--- config.mk ---
export PLATFORM = sky130hd
export DESIGN_NAME = transition_table_word_acceptor_flat
export DESIGN_NICKNAME = d
export VERILOG_FILES = /design/src/hdl/ttwa_pkg.sv /design/src/hdl/ttwa_item_if.sv /design/src/hdl/ttwa_result_if.sv /design/src/hdl/ttwa_cfg_if.sv /design/src/hdl/ttwa_ctrl.sv /design/src/hdl/ttwa_dp.sv /design/src/hdl/transition_table_word_acceptor.sv /design/src/flat_wrapper.sv
export VERILOG_INCLUDE_DIRS = /design/src /design/src/hdl
export SDC_FILE = /design/constraint.sdc
export NUM_CORES = 2
export LEC_CHECK = 0
export ABC_AREA = 1
export BUFFER_PORTS_ARGS = -buffer_cell sky130_fd_sc_hd__buf_2
export CORE_MARGIN = 2
export CORE_UTILIZATION = 30
export CTS_BUF_LIST = sky130_fd_sc_hd__clkbuf_16
export DETAILED_ROUTE_END_ITERATION = 8
export SLEW_MARGIN = 20
export SYNTH_ARGS = -nofsm -noshare
export SYNTH_HDL_FRONTEND = slang
export SYNTH_SLANG_ARGS = --single-unit
--- constraint.sdc ---
create_clock -name i_clk -period 2.9 [get_ports i_clk]
set_clock_uncertainty 0.05 [all_clocks]
set_input_delay 0.87 -clock i_clk [delete_from_list [all_inputs] [get_ports i_clk]]
set_output_delay 0.87 -clock i_clk [all_outputs]
set_load 0.1 [all_outputs]
--- src/hdl/transition_table_word_acceptor_defines.svh ---
// Assertion macros used by the top level of the word acceptor.
`ifndef TRANSITION_TABLE_WORD_ACCEPTOR_DEFINES_SVH
`define TRANSITION_TABLE_WORD_ACCEPTOR_DEFINES_SVH

// Same-cycle implication, sampled on i_clk, held off during reset.
`define TTWA_ASSERT_NOW(lbl, ante, cons, msg) \
    lbl: assert property (@(posedge i_clk) disable iff (!i_rst_n) (ante) |-> (cons)) \
        else $error(msg);

// Next-cycle implication, sampled on i_clk, held off during reset.
`define TTWA_ASSERT_NEXT(lbl, ante, cons, msg) \
    lbl: assert property (@(posedge i_clk) disable iff (!i_rst_n) (ante) |=> (cons)) \
        else $error(msg);

`endif

--- src/hdl/ttwa_pkg.sv ---
// Shared types and constants of the word acceptor.
package ttwa_pkg;

    localparam int STATE_W    = 6;
    localparam int IDX_W      = 6;
    localparam int LABEL_W    = 8;
    localparam int KIND_W     = 2;
    localparam int COUNT_W    = 7;
    localparam int CFG_IDX_W  = 1;
    localparam int CFG_DATA_W = 7;

    // Addressable range of the state and slot fields.
    localparam int STATE_SPACE = 2 ** STATE_W;
    localparam int SLOT_SPACE  = 2 ** IDX_W;

    localparam int DEF_MAX_TRANSITIONS = 64;
    localparam int DEF_NUM_STATES      = 64;

    localparam logic [CFG_IDX_W-1:0] CFG_START_STATE = 1'b0;
    localparam logic [CFG_IDX_W-1:0] CFG_TRANS_COUNT = 1'b1;

    typedef enum logic [KIND_W-1:0] {
        K_WR_TRANS = 2'd0,
        K_WR_FINAL = 2'd1,
        K_SYMBOL   = 2'd2,
        K_EMPTY    = 2'd3
    } t_kind;

    typedef struct packed {
        t_kind               kind;
        logic [IDX_W-1:0]    entry_index;
        logic [STATE_W-1:0]  from_state;
        logic [STATE_W-1:0]  to_state;
        logic [LABEL_W-1:0]  edge_label;
        logic                final_flag;
        logic [LABEL_W-1:0]  symbol;
        logic                first_symbol;
        logic                last_symbol;
    } t_item;

    typedef struct packed {
        logic [STATE_W-1:0] src;
        logic [STATE_W-1:0] dst;
        logic [LABEL_W-1:0] lab;
    } t_edge;

    typedef struct packed {
        logic load;      // item accepted this cycle
        logic scan;      // step the transition scan
        logic mark_rd;   // fetch the final mark
        logic out_load;  // capture the verdict into the output register
    } t_cmd;

    typedef struct packed {
        t_kind in_kind;
        logic  in_stuck;  // stuck flag as it stands once the offered item is taken
        logic  in_last;
        logic  hit;
        logic  miss_done;
        logic  last;
    } t_status;

endpackage

--- src/hdl/ttwa_item_if.sv ---
// Input item channel of the word acceptor.
interface ttwa_item_if;
    import ttwa_pkg::*;

    logic                valid;
    logic                ready;
    logic [KIND_W-1:0]   kind;
    logic [IDX_W-1:0]    entry_index;
    logic [STATE_W-1:0]  from_state;
    logic [STATE_W-1:0]  to_state;
    logic [LABEL_W-1:0]  edge_label;
    logic                final_flag;
    logic [LABEL_W-1:0]  symbol;
    logic                first_symbol;
    logic                last_symbol;

    modport source (
        output valid, kind, entry_index, from_state, to_state, edge_label,
               final_flag, symbol, first_symbol, last_symbol,
        input  ready
    );
    modport sink (
        input  valid, kind, entry_index, from_state, to_state, edge_label,
               final_flag, symbol, first_symbol, last_symbol,
        output ready
    );
endinterface

--- src/hdl/ttwa_result_if.sv ---
// Result item channel of the word acceptor.
interface ttwa_result_if;
    logic valid;
    logic ready;
    logic accepted;
    logic stuck;

    modport source (output valid, accepted, stuck, input ready);
    modport sink (input valid, accepted, stuck, output ready);
endinterface

--- src/hdl/ttwa_cfg_if.sv ---
// Configuration write channel of the word acceptor.
interface ttwa_cfg_if;
    import ttwa_pkg::*;

    logic                  valid;
    logic                  ready;
    logic [CFG_IDX_W-1:0]  index;
    logic [CFG_DATA_W-1:0] data;

    modport source (output valid, index, data, input ready);
    modport sink (input valid, index, data, output ready);
endinterface

--- src/hdl/ttwa_ctrl.sv ---
// Sequencer of the word acceptor: accept, scan, mark fetch, verdict.
module ttwa_ctrl (
    input  logic              i_clk,
    input  logic              i_rst_n,
    input  logic              i_in_valid,
    output logic              o_in_ready,
    input  logic              i_out_ready,
    output logic              o_out_valid,
    input  ttwa_pkg::t_status i_status,
    output ttwa_pkg::t_cmd    o_cmd
);
    import ttwa_pkg::*;

    typedef enum logic [1:0] {
        S_IDLE,
        S_SCAN,
        S_MARK,
        S_EMIT
    } t_state;

    t_state r_state, n_state;
    logic   r_out_valid, n_out_valid;
    t_cmd   cmd;

    always_comb begin
        cmd         = '0;
        n_state     = r_state;
        n_out_valid = r_out_valid;
        if (r_out_valid && i_out_ready) begin
            n_out_valid = 1'b0;
        end
        case (r_state)
            S_IDLE: begin
                if (i_in_valid) begin
                    cmd.load = 1'b1;
                    case (i_status.in_kind)
                        K_SYMBOL: begin
                            if (!i_status.in_stuck) begin
                                n_state = S_SCAN;
                            end else if (i_status.in_last) begin
                                n_state = S_MARK;
                            end
                        end
                        K_EMPTY: n_state = S_MARK;
                        default: n_state = S_IDLE;
                    endcase
                end
            end
            S_SCAN: begin
                cmd.scan = 1'b1;
                if (i_status.hit || i_status.miss_done) begin
                    n_state = i_status.last ? S_MARK : S_IDLE;
                end
            end
            S_MARK: begin
                cmd.mark_rd = 1'b1;
                n_state     = S_EMIT;
            end
            S_EMIT: begin
                // hold the verdict until the output register is free
                if (!r_out_valid || i_out_ready) begin
                    cmd.out_load = 1'b1;
                    n_out_valid  = 1'b1;
                    n_state      = S_IDLE;
                end
            end
            default: n_state = S_IDLE;
        endcase
    end

    always_ff @(posedge i_clk) begin
        if (!i_rst_n) begin
            r_state     <= S_IDLE;
            r_out_valid <= 1'b0;
        end else begin
            r_state     <= n_state;
            r_out_valid <= n_out_valid;
        end
    end

    assign o_cmd       = cmd;
    assign o_in_ready  = (r_state == S_IDLE);
    assign o_out_valid = r_out_valid;

endmodule

--- src/hdl/ttwa_dp.sv ---
// Datapath of the word acceptor: transition memory, final marks, run state.
module ttwa_dp #(
    parameter int MAX_TRANSITIONS = ttwa_pkg::DEF_MAX_TRANSITIONS,
    parameter int NUM_STATES      = ttwa_pkg::DEF_NUM_STATES
) (
    input  logic                          i_clk,
    input  logic                          i_rst_n,
    input  ttwa_pkg::t_cmd                i_cmd,
    input  ttwa_pkg::t_item               i_item,
    input  logic [ttwa_pkg::STATE_W-1:0]  i_start_state,
    input  logic [ttwa_pkg::COUNT_W-1:0]  i_trans_count,
    output ttwa_pkg::t_status             o_status,
    output logic                          o_accepted,
    output logic                          o_stuck
);
    import ttwa_pkg::*;

    // Only slots and states that the fields can name need storage.
    localparam int TR_DEPTH  = (MAX_TRANSITIONS < SLOT_SPACE) ? MAX_TRANSITIONS : SLOT_SPACE;
    localparam int FIN_DEPTH = (NUM_STATES < STATE_SPACE) ? NUM_STATES : STATE_SPACE;
    localparam int TR_AW     = (TR_DEPTH > 1) ? $clog2(TR_DEPTH) : 1;
    localparam int FIN_AW    = $clog2(FIN_DEPTH);
    localparam int CNT_W     = $clog2(TR_DEPTH + 1);

    t_edge mem [TR_DEPTH];
    t_edge r_rdata;

    logic [FIN_DEPTH-1:0] r_marks;
    logic [STATE_W-1:0]   r_cur;
    logic                 r_stuck;
    logic [CNT_W-1:0]     r_k;
    logic                 r_pend;
    logic [LABEL_W-1:0]   r_sym;
    logic                 r_last;
    logic                 r_empty;
    logic                 r_mark;
    logic                 r_res_acc;
    logic                 r_res_stuck;

    logic [CNT_W-1:0]   limit;
    logic               issue;
    logic               hit;
    logic               miss_done;
    logic [STATE_W-1:0] mark_addr;
    logic               mark_ok;
    logic               wr_trans;
    logic               wr_final;

    // scan bound: the entry count, capped at the memory depth
    assign limit = (32'(i_trans_count) > 32'(TR_DEPTH)) ? CNT_W'(TR_DEPTH)
                                                         : CNT_W'(i_trans_count);
    assign issue     = (r_k < limit);
    assign hit       = r_pend && (r_rdata.src == r_cur) && (r_rdata.lab == r_sym);
    assign miss_done = !hit && !issue;

    assign mark_addr = r_empty ? i_start_state : r_cur;
    assign mark_ok   = (32'(mark_addr) < 32'(FIN_DEPTH));

    assign wr_trans = i_cmd.load && (i_item.kind == K_WR_TRANS) &&
                      (32'(i_item.entry_index) < 32'(TR_DEPTH));
    assign wr_final = i_cmd.load && (i_item.kind == K_WR_FINAL) &&
                      (32'(i_item.from_state) < 32'(FIN_DEPTH));

    // transition memory: one write port, one registered read port
    always_ff @(posedge i_clk) begin
        if (wr_trans) begin
            mem[i_item.entry_index[TR_AW-1:0]] <= '{src: i_item.from_state,
                                                    dst: i_item.to_state,
                                                    lab: i_item.edge_label};
        end
        if (i_cmd.scan && issue) begin
            r_rdata <= mem[r_k[TR_AW-1:0]];
        end
    end

    // run state and final marks
    always_ff @(posedge i_clk) begin
        if (!i_rst_n) begin
            r_marks <= '0;
            r_cur   <= '0;
            r_stuck <= 1'b0;
            r_k     <= '0;
            r_pend  <= 1'b0;
        end else begin
            if (wr_final) begin
                r_marks[i_item.from_state[FIN_AW-1:0]] <= i_item.final_flag;
            end
            if (i_cmd.load) begin
                r_k    <= '0;
                r_pend <= 1'b0;
                if (i_item.kind == K_SYMBOL && i_item.first_symbol) begin
                    r_cur   <= i_start_state;
                    r_stuck <= 1'b0;
                end
            end else if (i_cmd.scan) begin
                r_pend <= issue;
                if (issue) begin
                    r_k <= r_k + 1'b1;
                end
                if (hit) begin
                    r_cur <= r_rdata.dst;
                end else if (miss_done) begin
                    r_stuck <= 1'b1;
                end
            end
        end
    end

    // item payload and verdict
    always_ff @(posedge i_clk) begin
        if (i_cmd.load) begin
            r_sym   <= i_item.symbol;
            r_last  <= i_item.last_symbol;
            r_empty <= (i_item.kind == K_EMPTY);
        end
        if (i_cmd.mark_rd) begin
            r_mark <= mark_ok ? r_marks[mark_addr[FIN_AW-1:0]] : 1'b0;
        end
        if (i_cmd.out_load) begin
            r_res_acc   <= r_empty ? r_mark : (!r_stuck && r_mark);
            r_res_stuck <= r_empty ? 1'b0 : r_stuck;
        end
    end

    assign o_status = '{in_kind:   i_item.kind,
                        in_stuck:  i_item.first_symbol ? 1'b0 : r_stuck,
                        in_last:   i_item.last_symbol,
                        hit:       hit,
                        miss_done: miss_done,
                        last:      r_last};

    assign o_accepted = r_res_acc;
    assign o_stuck    = r_res_stuck;

endmodule

--- src/hdl/transition_table_word_acceptor.sv ---
// Top level of the table-driven word acceptor.
//
// The block holds a list of transitions (from, to, label) and one final mark per
// state, and runs words through them one symbol per item. Item kinds: write a
// transition slot, write a final mark, a word symbol, an empty word. The first
// symbol of a word restarts the run at start_state; each symbol follows the
// first listed entry (slots 0 to transition_count - 1) whose source is the
// current state and whose label is the symbol, and a symbol with no match
// leaves the word stuck. The last symbol of a word, and every empty-word item,
// gives one result item: accepted and stuck. A write is done in the idle state;
// a symbol scans the entries from slot 0 until a match or the end of the list,
// one that meets a word already stuck skips the scan, and a last symbol then
// fetches the final mark and loads the verdict, as an empty word does. The scan
// reads the single transition memory port once per cycle. The result sits in an
// output register, so the next item is taken while the previous verdict waits.
// Slots must be written before a scan reaches them. Configuration writes
// (start_state at index 0, transition_count at index 1) are taken every cycle
// and are meant for an idle block.
`include "transition_table_word_acceptor_defines.svh"

module transition_table_word_acceptor #(
    parameter int MAX_TRANSITIONS = ttwa_pkg::DEF_MAX_TRANSITIONS,
    parameter int NUM_STATES      = ttwa_pkg::DEF_NUM_STATES
) (
    input  logic          i_clk,
    input  logic          i_rst_n,
    ttwa_item_if.sink     i_item,
    ttwa_result_if.source o_result,
    ttwa_cfg_if.sink      i_cfg
);
    import ttwa_pkg::*;

    logic [STATE_W-1:0] r_start_state;
    logic [COUNT_W-1:0] r_trans_count;

    t_item   item;
    t_cmd    cmd;
    t_status status;
    logic    in_ready;
    logic    out_valid;
    logic    res_accepted;
    logic    res_stuck;

    // configuration registers: always ready, decode the index by name
    assign i_cfg.ready = 1'b1;

    always_ff @(posedge i_clk) begin
        if (!i_rst_n) begin
            r_start_state <= '0;
            r_trans_count <= '0;
        end else if (i_cfg.valid) begin
            case (i_cfg.index)
                CFG_START_STATE: r_start_state <= i_cfg.data[STATE_W-1:0];
                CFG_TRANS_COUNT: r_trans_count <= i_cfg.data[COUNT_W-1:0];
                default: ;
            endcase
        end
    end

    // gather the item fields for the datapath
    assign item = '{kind:         t_kind'(i_item.kind),
                    entry_index:  i_item.entry_index,
                    from_state:   i_item.from_state,
                    to_state:     i_item.to_state,
                    edge_label:   i_item.edge_label,
                    final_flag:   i_item.final_flag,
                    symbol:       i_item.symbol,
                    first_symbol: i_item.first_symbol,
                    last_symbol:  i_item.last_symbol};

    ttwa_ctrl u_ctrl (
        .i_clk       (i_clk),
        .i_rst_n     (i_rst_n),
        .i_in_valid  (i_item.valid),
        .o_in_ready  (in_ready),
        .i_out_ready (o_result.ready),
        .o_out_valid (out_valid),
        .i_status    (status),
        .o_cmd       (cmd)
    );

    ttwa_dp #(
        .MAX_TRANSITIONS (MAX_TRANSITIONS),
        .NUM_STATES      (NUM_STATES)
    ) u_dp (
        .i_clk         (i_clk),
        .i_rst_n       (i_rst_n),
        .i_cmd         (cmd),
        .i_item        (item),
        .i_start_state (r_start_state),
        .i_trans_count (r_trans_count),
        .o_status      (status),
        .o_accepted    (res_accepted),
        .o_stuck       (res_stuck)
    );

    assign i_item.ready      = in_ready;
    assign o_result.valid    = out_valid;
    assign o_result.accepted = res_accepted;
    assign o_result.stuck    = res_stuck;

    // a stuck word is never accepted
    `TTWA_ASSERT_NOW(a_stuck_not_accepted, o_result.valid, !(o_result.accepted && o_result.stuck), "stuck word reported as accepted")
    // table writes finish in the cycle they are taken
    `TTWA_ASSERT_NEXT(a_write_one_cycle, i_item.valid && i_item.ready && (i_item.kind == K_WR_TRANS || i_item.kind == K_WR_FINAL), i_item.ready, "table write did not return to idle")
    // the scan stops at the first matching entry
    `TTWA_ASSERT_NEXT(a_scan_stops_on_hit, cmd.scan && status.hit, !cmd.scan, "scan went on past a match")

endmodule

--- src/flat_wrapper.sv ---
// flat-port wrapper written by rule: the top's interface ports become plain ports
module transition_table_word_acceptor_flat import ttwa_pkg::*;
#(
    parameter int MAX_TRANSITIONS = ttwa_pkg::DEF_MAX_TRANSITIONS,
    parameter int NUM_STATES      = ttwa_pkg::DEF_NUM_STATES
)
  (i_clk, i_rst_n, i_item_valid, i_item_kind, i_item_entry_index, i_item_from_state, i_item_to_state, i_item_edge_label, i_item_final_flag, i_item_symbol, i_item_first_symbol, i_item_last_symbol, i_item_ready, o_result_valid, o_result_accepted, o_result_stuck, o_result_ready, i_cfg_valid, i_cfg_index, i_cfg_data, i_cfg_ready);
  ttwa_item_if i_item_i ();
  ttwa_result_if o_result_i ();
  ttwa_cfg_if i_cfg_i ();
  input  logic i_clk;
  input  logic i_rst_n;
  input wire logic [$bits(i_item_i.valid)-1:0] i_item_valid;
  input wire logic [$bits(i_item_i.kind)-1:0] i_item_kind;
  input wire logic [$bits(i_item_i.entry_index)-1:0] i_item_entry_index;
  input wire logic [$bits(i_item_i.from_state)-1:0] i_item_from_state;
  input wire logic [$bits(i_item_i.to_state)-1:0] i_item_to_state;
  input wire logic [$bits(i_item_i.edge_label)-1:0] i_item_edge_label;
  input wire logic [$bits(i_item_i.final_flag)-1:0] i_item_final_flag;
  input wire logic [$bits(i_item_i.symbol)-1:0] i_item_symbol;
  input wire logic [$bits(i_item_i.first_symbol)-1:0] i_item_first_symbol;
  input wire logic [$bits(i_item_i.last_symbol)-1:0] i_item_last_symbol;
  output wire logic [$bits(i_item_i.ready)-1:0] i_item_ready;
  output wire logic [$bits(o_result_i.valid)-1:0] o_result_valid;
  output wire logic [$bits(o_result_i.accepted)-1:0] o_result_accepted;
  output wire logic [$bits(o_result_i.stuck)-1:0] o_result_stuck;
  input wire logic [$bits(o_result_i.ready)-1:0] o_result_ready;
  input wire logic [$bits(i_cfg_i.valid)-1:0] i_cfg_valid;
  input wire logic [$bits(i_cfg_i.index)-1:0] i_cfg_index;
  input wire logic [$bits(i_cfg_i.data)-1:0] i_cfg_data;
  output wire logic [$bits(i_cfg_i.ready)-1:0] i_cfg_ready;
  assign i_item_i.valid = i_item_valid;
  assign i_item_i.kind = i_item_kind;
  assign i_item_i.entry_index = i_item_entry_index;
  assign i_item_i.from_state = i_item_from_state;
  assign i_item_i.to_state = i_item_to_state;
  assign i_item_i.edge_label = i_item_edge_label;
  assign i_item_i.final_flag = i_item_final_flag;
  assign i_item_i.symbol = i_item_symbol;
  assign i_item_i.first_symbol = i_item_first_symbol;
  assign i_item_i.last_symbol = i_item_last_symbol;
  assign i_item_ready = i_item_i.ready;
  assign o_result_valid = o_result_i.valid;
  assign o_result_accepted = o_result_i.accepted;
  assign o_result_stuck = o_result_i.stuck;
  assign o_result_i.ready = o_result_ready;
  assign i_cfg_i.valid = i_cfg_valid;
  assign i_cfg_i.index = i_cfg_index;
  assign i_cfg_i.data = i_cfg_data;
  assign i_cfg_ready = i_cfg_i.ready;
  transition_table_word_acceptor #(.MAX_TRANSITIONS(MAX_TRANSITIONS), .NUM_STATES(NUM_STATES)) u_core (.i_clk(i_clk), .i_rst_n(i_rst_n), .i_item(i_item_i), .o_result(o_result_i), .i_cfg(i_cfg_i));
endmodule
==> impl_metrics.tcl <==
set metrics [dict create \
    die_w_um 441 \
    cp-end-kind "flip-flop" \
    antenna_found_initial 10 \
    layout.nets 5050 \
    syn_to_final_growth_pct 17.9 \
    rows 160 \
    cts_buffers 145 \
    fmax_mhz 362 \
    drv_cap 0 \
    grt_pass1_wl_um 249000 \
    cts_buffer_depth 3 \
    crit_type "flip-flop to flip-flop" \
    status "finished, final reports clean" \
    p_per_area_nw_per_um2 659 \
    hold_class "input port to flip-flop" \
    ys_warn_count 0 \
    switching_share_pct 25.2 \
    synth_edf_count 1313 \
    critPathRequiredTime_ps 3320 \
    totalWireLength_um 170000 \
    period_minus_slack_ps 2760 \
    synth_most_common_cell "edfxtp_1" \
    synth_common_cells "edfxtp_1, nor2_1, o21ai_0" \
    htreeDepth 4 \
    irDropWorstVdd_uv 438 \
    start_kind "flip-flop" \
    syn_area_um2 57200 \
    gp_congestion 0.921 \
    cpMaxStageDelayCell "nor3_2" \
    wire_per_inst_um 22.3 \
    synth.area.top_cells "edfxtp_1, o21ai_0, nor2_1, nand2_1, dfxtp_1" \
    grt-ovfl-total 0 \
    synth_nets 4889 \
    power_frac_clock_pct 39.3 \
    ios 57 \
    synth_cells 4830 \
    path_max_fanout 20 \
    synth_seq_cells 1408 \
    grt_max_degree 93 \
    seqPwrFrac_pct 50.5 \
    core_area_um2 190000 \
    setup_viol 0 \
    drive_above_1_share_pct 11.7 \
    die_y_um 441 \
    port-buffer-count 55 \
    cts_setup_buffers 0 \
    synth_cell_types 36 \
    dp.cells 7355 \
    drtPass1Iterations 5 \
    cp_top_family "simple AND/OR/NAND/NOR gates" \
    grt_pass1_vias 37200 \
    synth_fa_ha_area_share_pct 0.153 \
    arrival_ps 3180 \
    combPwrFrac_pct 10.2 \
    synth_top_family_by_area "simple AND/OR/NAND/NOR gates" \
    syn_avg_cell_area_um2 11.8 \
    synth_xor_area_share_pct 0.138 \
    yosysTopAreaCellShare_pct 68.9 \
    drt_iter0_markers 4419 \
    worstMarginPinSlew_ps 830 \
    crit_buf_inv 4 \
    cts_tree "yes" \
    dpl.hpwl_um 107000 \
    fin_crit_sh_pct 95.2 \
    cts_sinks 1408 \
    slowest_delay_ps 490 \
    relSlewSlack_pct 44.7 \
    fin_cells 7615 \
    die-area_um2 194000 \
    clock_latency_ps 780 \
    synth-compound-area-share_pct 11.3 \
    path_cells "nor2_4 -> nand2_1 -> nor3_2 -> buf_4 -> inv_1 -> nor2_1 -> nand3_1 -> buf_4 -> nor2_2 -> buf_12" \
    power.switching_w 0.0112 \
    rsz0062_at_grt "no" \
    cell_internal_pwr_w 0.0333 \
    hold_viol_final 0 \
    path_clk_slew_ps 60 \
    drt-vias-per-instance 5.10 \
    yosysSeqAreaShare_pct 72.2 \
    synthMuxAreaShare_pct 0 \
    ys.flop_type "edfxtp_1" \
    drc_errors 0 \
    yosys.area_share.simple_pct 12.5 \
    cts_root_buffer "clkbuf_16" \
    fillers 18400 \
    synthArstFlopShare_pct 0 \
    grt_usage_pct 17.2 \
    leakage_nw 22.6 \
    synth.largest_area_cell "edfxtp_1" \
    postRouteAntennaNets 0 \
    slew_viol_final 0 \
    dr_total_vias 38800 \
    cpMostUsedCell "buf_4" \
    power_w 0.0444 \
    initial_core_util_pct 30.2 \
]
cells in the final DEF (no fill, tap or decap), drive strengths merged:
master       n
a211oi       4
a21oi       70
a31oi       21
buf        326
bufinv       5
clkbuf     147
clkinv      64
clkinvlp     2
conb         1
dfxtp       95
diode        2
edfxtp    1313
ha           7
inv        229
nand2      558
nand3      256
nand3b      14
nand4       17
nor2       901
nor3        10
o211ai     152
o21a         1
o21ai      729
o221ai       8
o22ai      110
o311a       40
or2         13
xnor2        7
xor2         2
sequential cells by signal, indices dropped and copies added (netlist names), 2 cells and up:
name and flops:
u_core.u_dp.r_sym 8, u_core.u_ctrl.r_state 2, u_core.r_trans_count 7, u_core.u_dp.r_cur 6
u_core.r_start_state 6, u_core.u_dp.r_k 7, u_core.u_dp.r_rdata 20, u_core.u_dp.r_marks 64
u_core.u_dp.mem 1280
timing repair:
| item | CTS | global route |
|---|---|---|
| hold buffers | 0 | 0 |
| resized for setup | 1 | 0 |
| endpoints found under the setup margin | 560 | 0 |
power groups by stage:
stage | sequential [W] | clock [W] | combinational (W)
floorplan | 0.0228 | 0 | 0.00242
global placement | 0.0229 | 0 | 0.00447
detailed placement | 0.0229 | 0 | 0.00450
CTS | 0.0224 | 0.0177 | 0.00452
global route | 0.0224 | 0.0185 | 0.00492
finish | 0.0224 | 0.0175 | 0.00455
area by class of cell:
cell class              instances  area [µm²]  area share (%)
well taps                    2511        3140            4.66
inverters                     189         721            1.07
multi-input cells            2921       14000            20.7
diodes                          2        5.00         0.00742
clock buffers                 147        3680            5.45
clock inverters               111         698            1.03
flip-flops and latches       1408       41300            61.3
repair buffers                326        3900            5.79
metrics by stage:
step	worst slack, ps	area [µm²]	util (%)	setup TNS (ps)	hold WS, ps
6_report	139	67500	35.5	0	222
5_1_grt	55.5	67500	35.5	0	186
4_1_cts	163	67500	35.5	0	165
3_5_place_dp	-490	63100	33.2	-496730	416
3_3_place_gp	-469	63100	33.2	-497400	408
2_1_floorplan	-285	57400	-	-268560	394
final timing paths:
check,start,end,slack (ps),cells after the start
max,u_core.u_ctrl.r_state[1]$_SDFFE_PN0P_,u_core.u_dp.mem[23][1]$_DFFE_PP_,140,10
min,i_item_symbol[4],u_core.u_dp.r_sym[4]$_DFFE_PP_,220,1
max reg2reg,u_core.u_ctrl.r_state[1]$_SDFFE_PN0P_,u_core.u_dp.mem[23][1]$_DFFE_PP_,140,10
min reg2reg,u_core.u_dp.r_marks[10]$_SDFFE_PN0P_,u_core.u_dp.r_marks[10]$_SDFFE_PN0P_,430,2
worst reg2reg max path: cells and delay by family (launching register included):
kind                   cells  cell delay (ps)
buffers and inverters      4              710
DFF                        1              380
and+or+nand+nor            6             1320
cell families after synthesis:
logic type	count (synthesis)
AND/OR/NAND/NOR	1769
flip-flops	1408
AO/OA/AOI/OAI	1135
buffers and inverters	501
XOR/XNOR	9
adder cells (fa/ha/maj)	7
other	1
per-layer routing:
| layer | global-route usage (%) | share of wire [%] | vias to the layer above |
|---|---|---|---|
| met2 | 26.1 | 45 | 1731 |
| li1 | - | - | 17700 |
| met5 | 0 | 0.016 | - |
| met1 | 24.2 | 43 | 19100 |
| met4 | 6.10 | 3.2 | 4 |
| met3 | 3.71 | 9.3 | 259 |
Note: power is estimated with default switching activity, not from simulation.
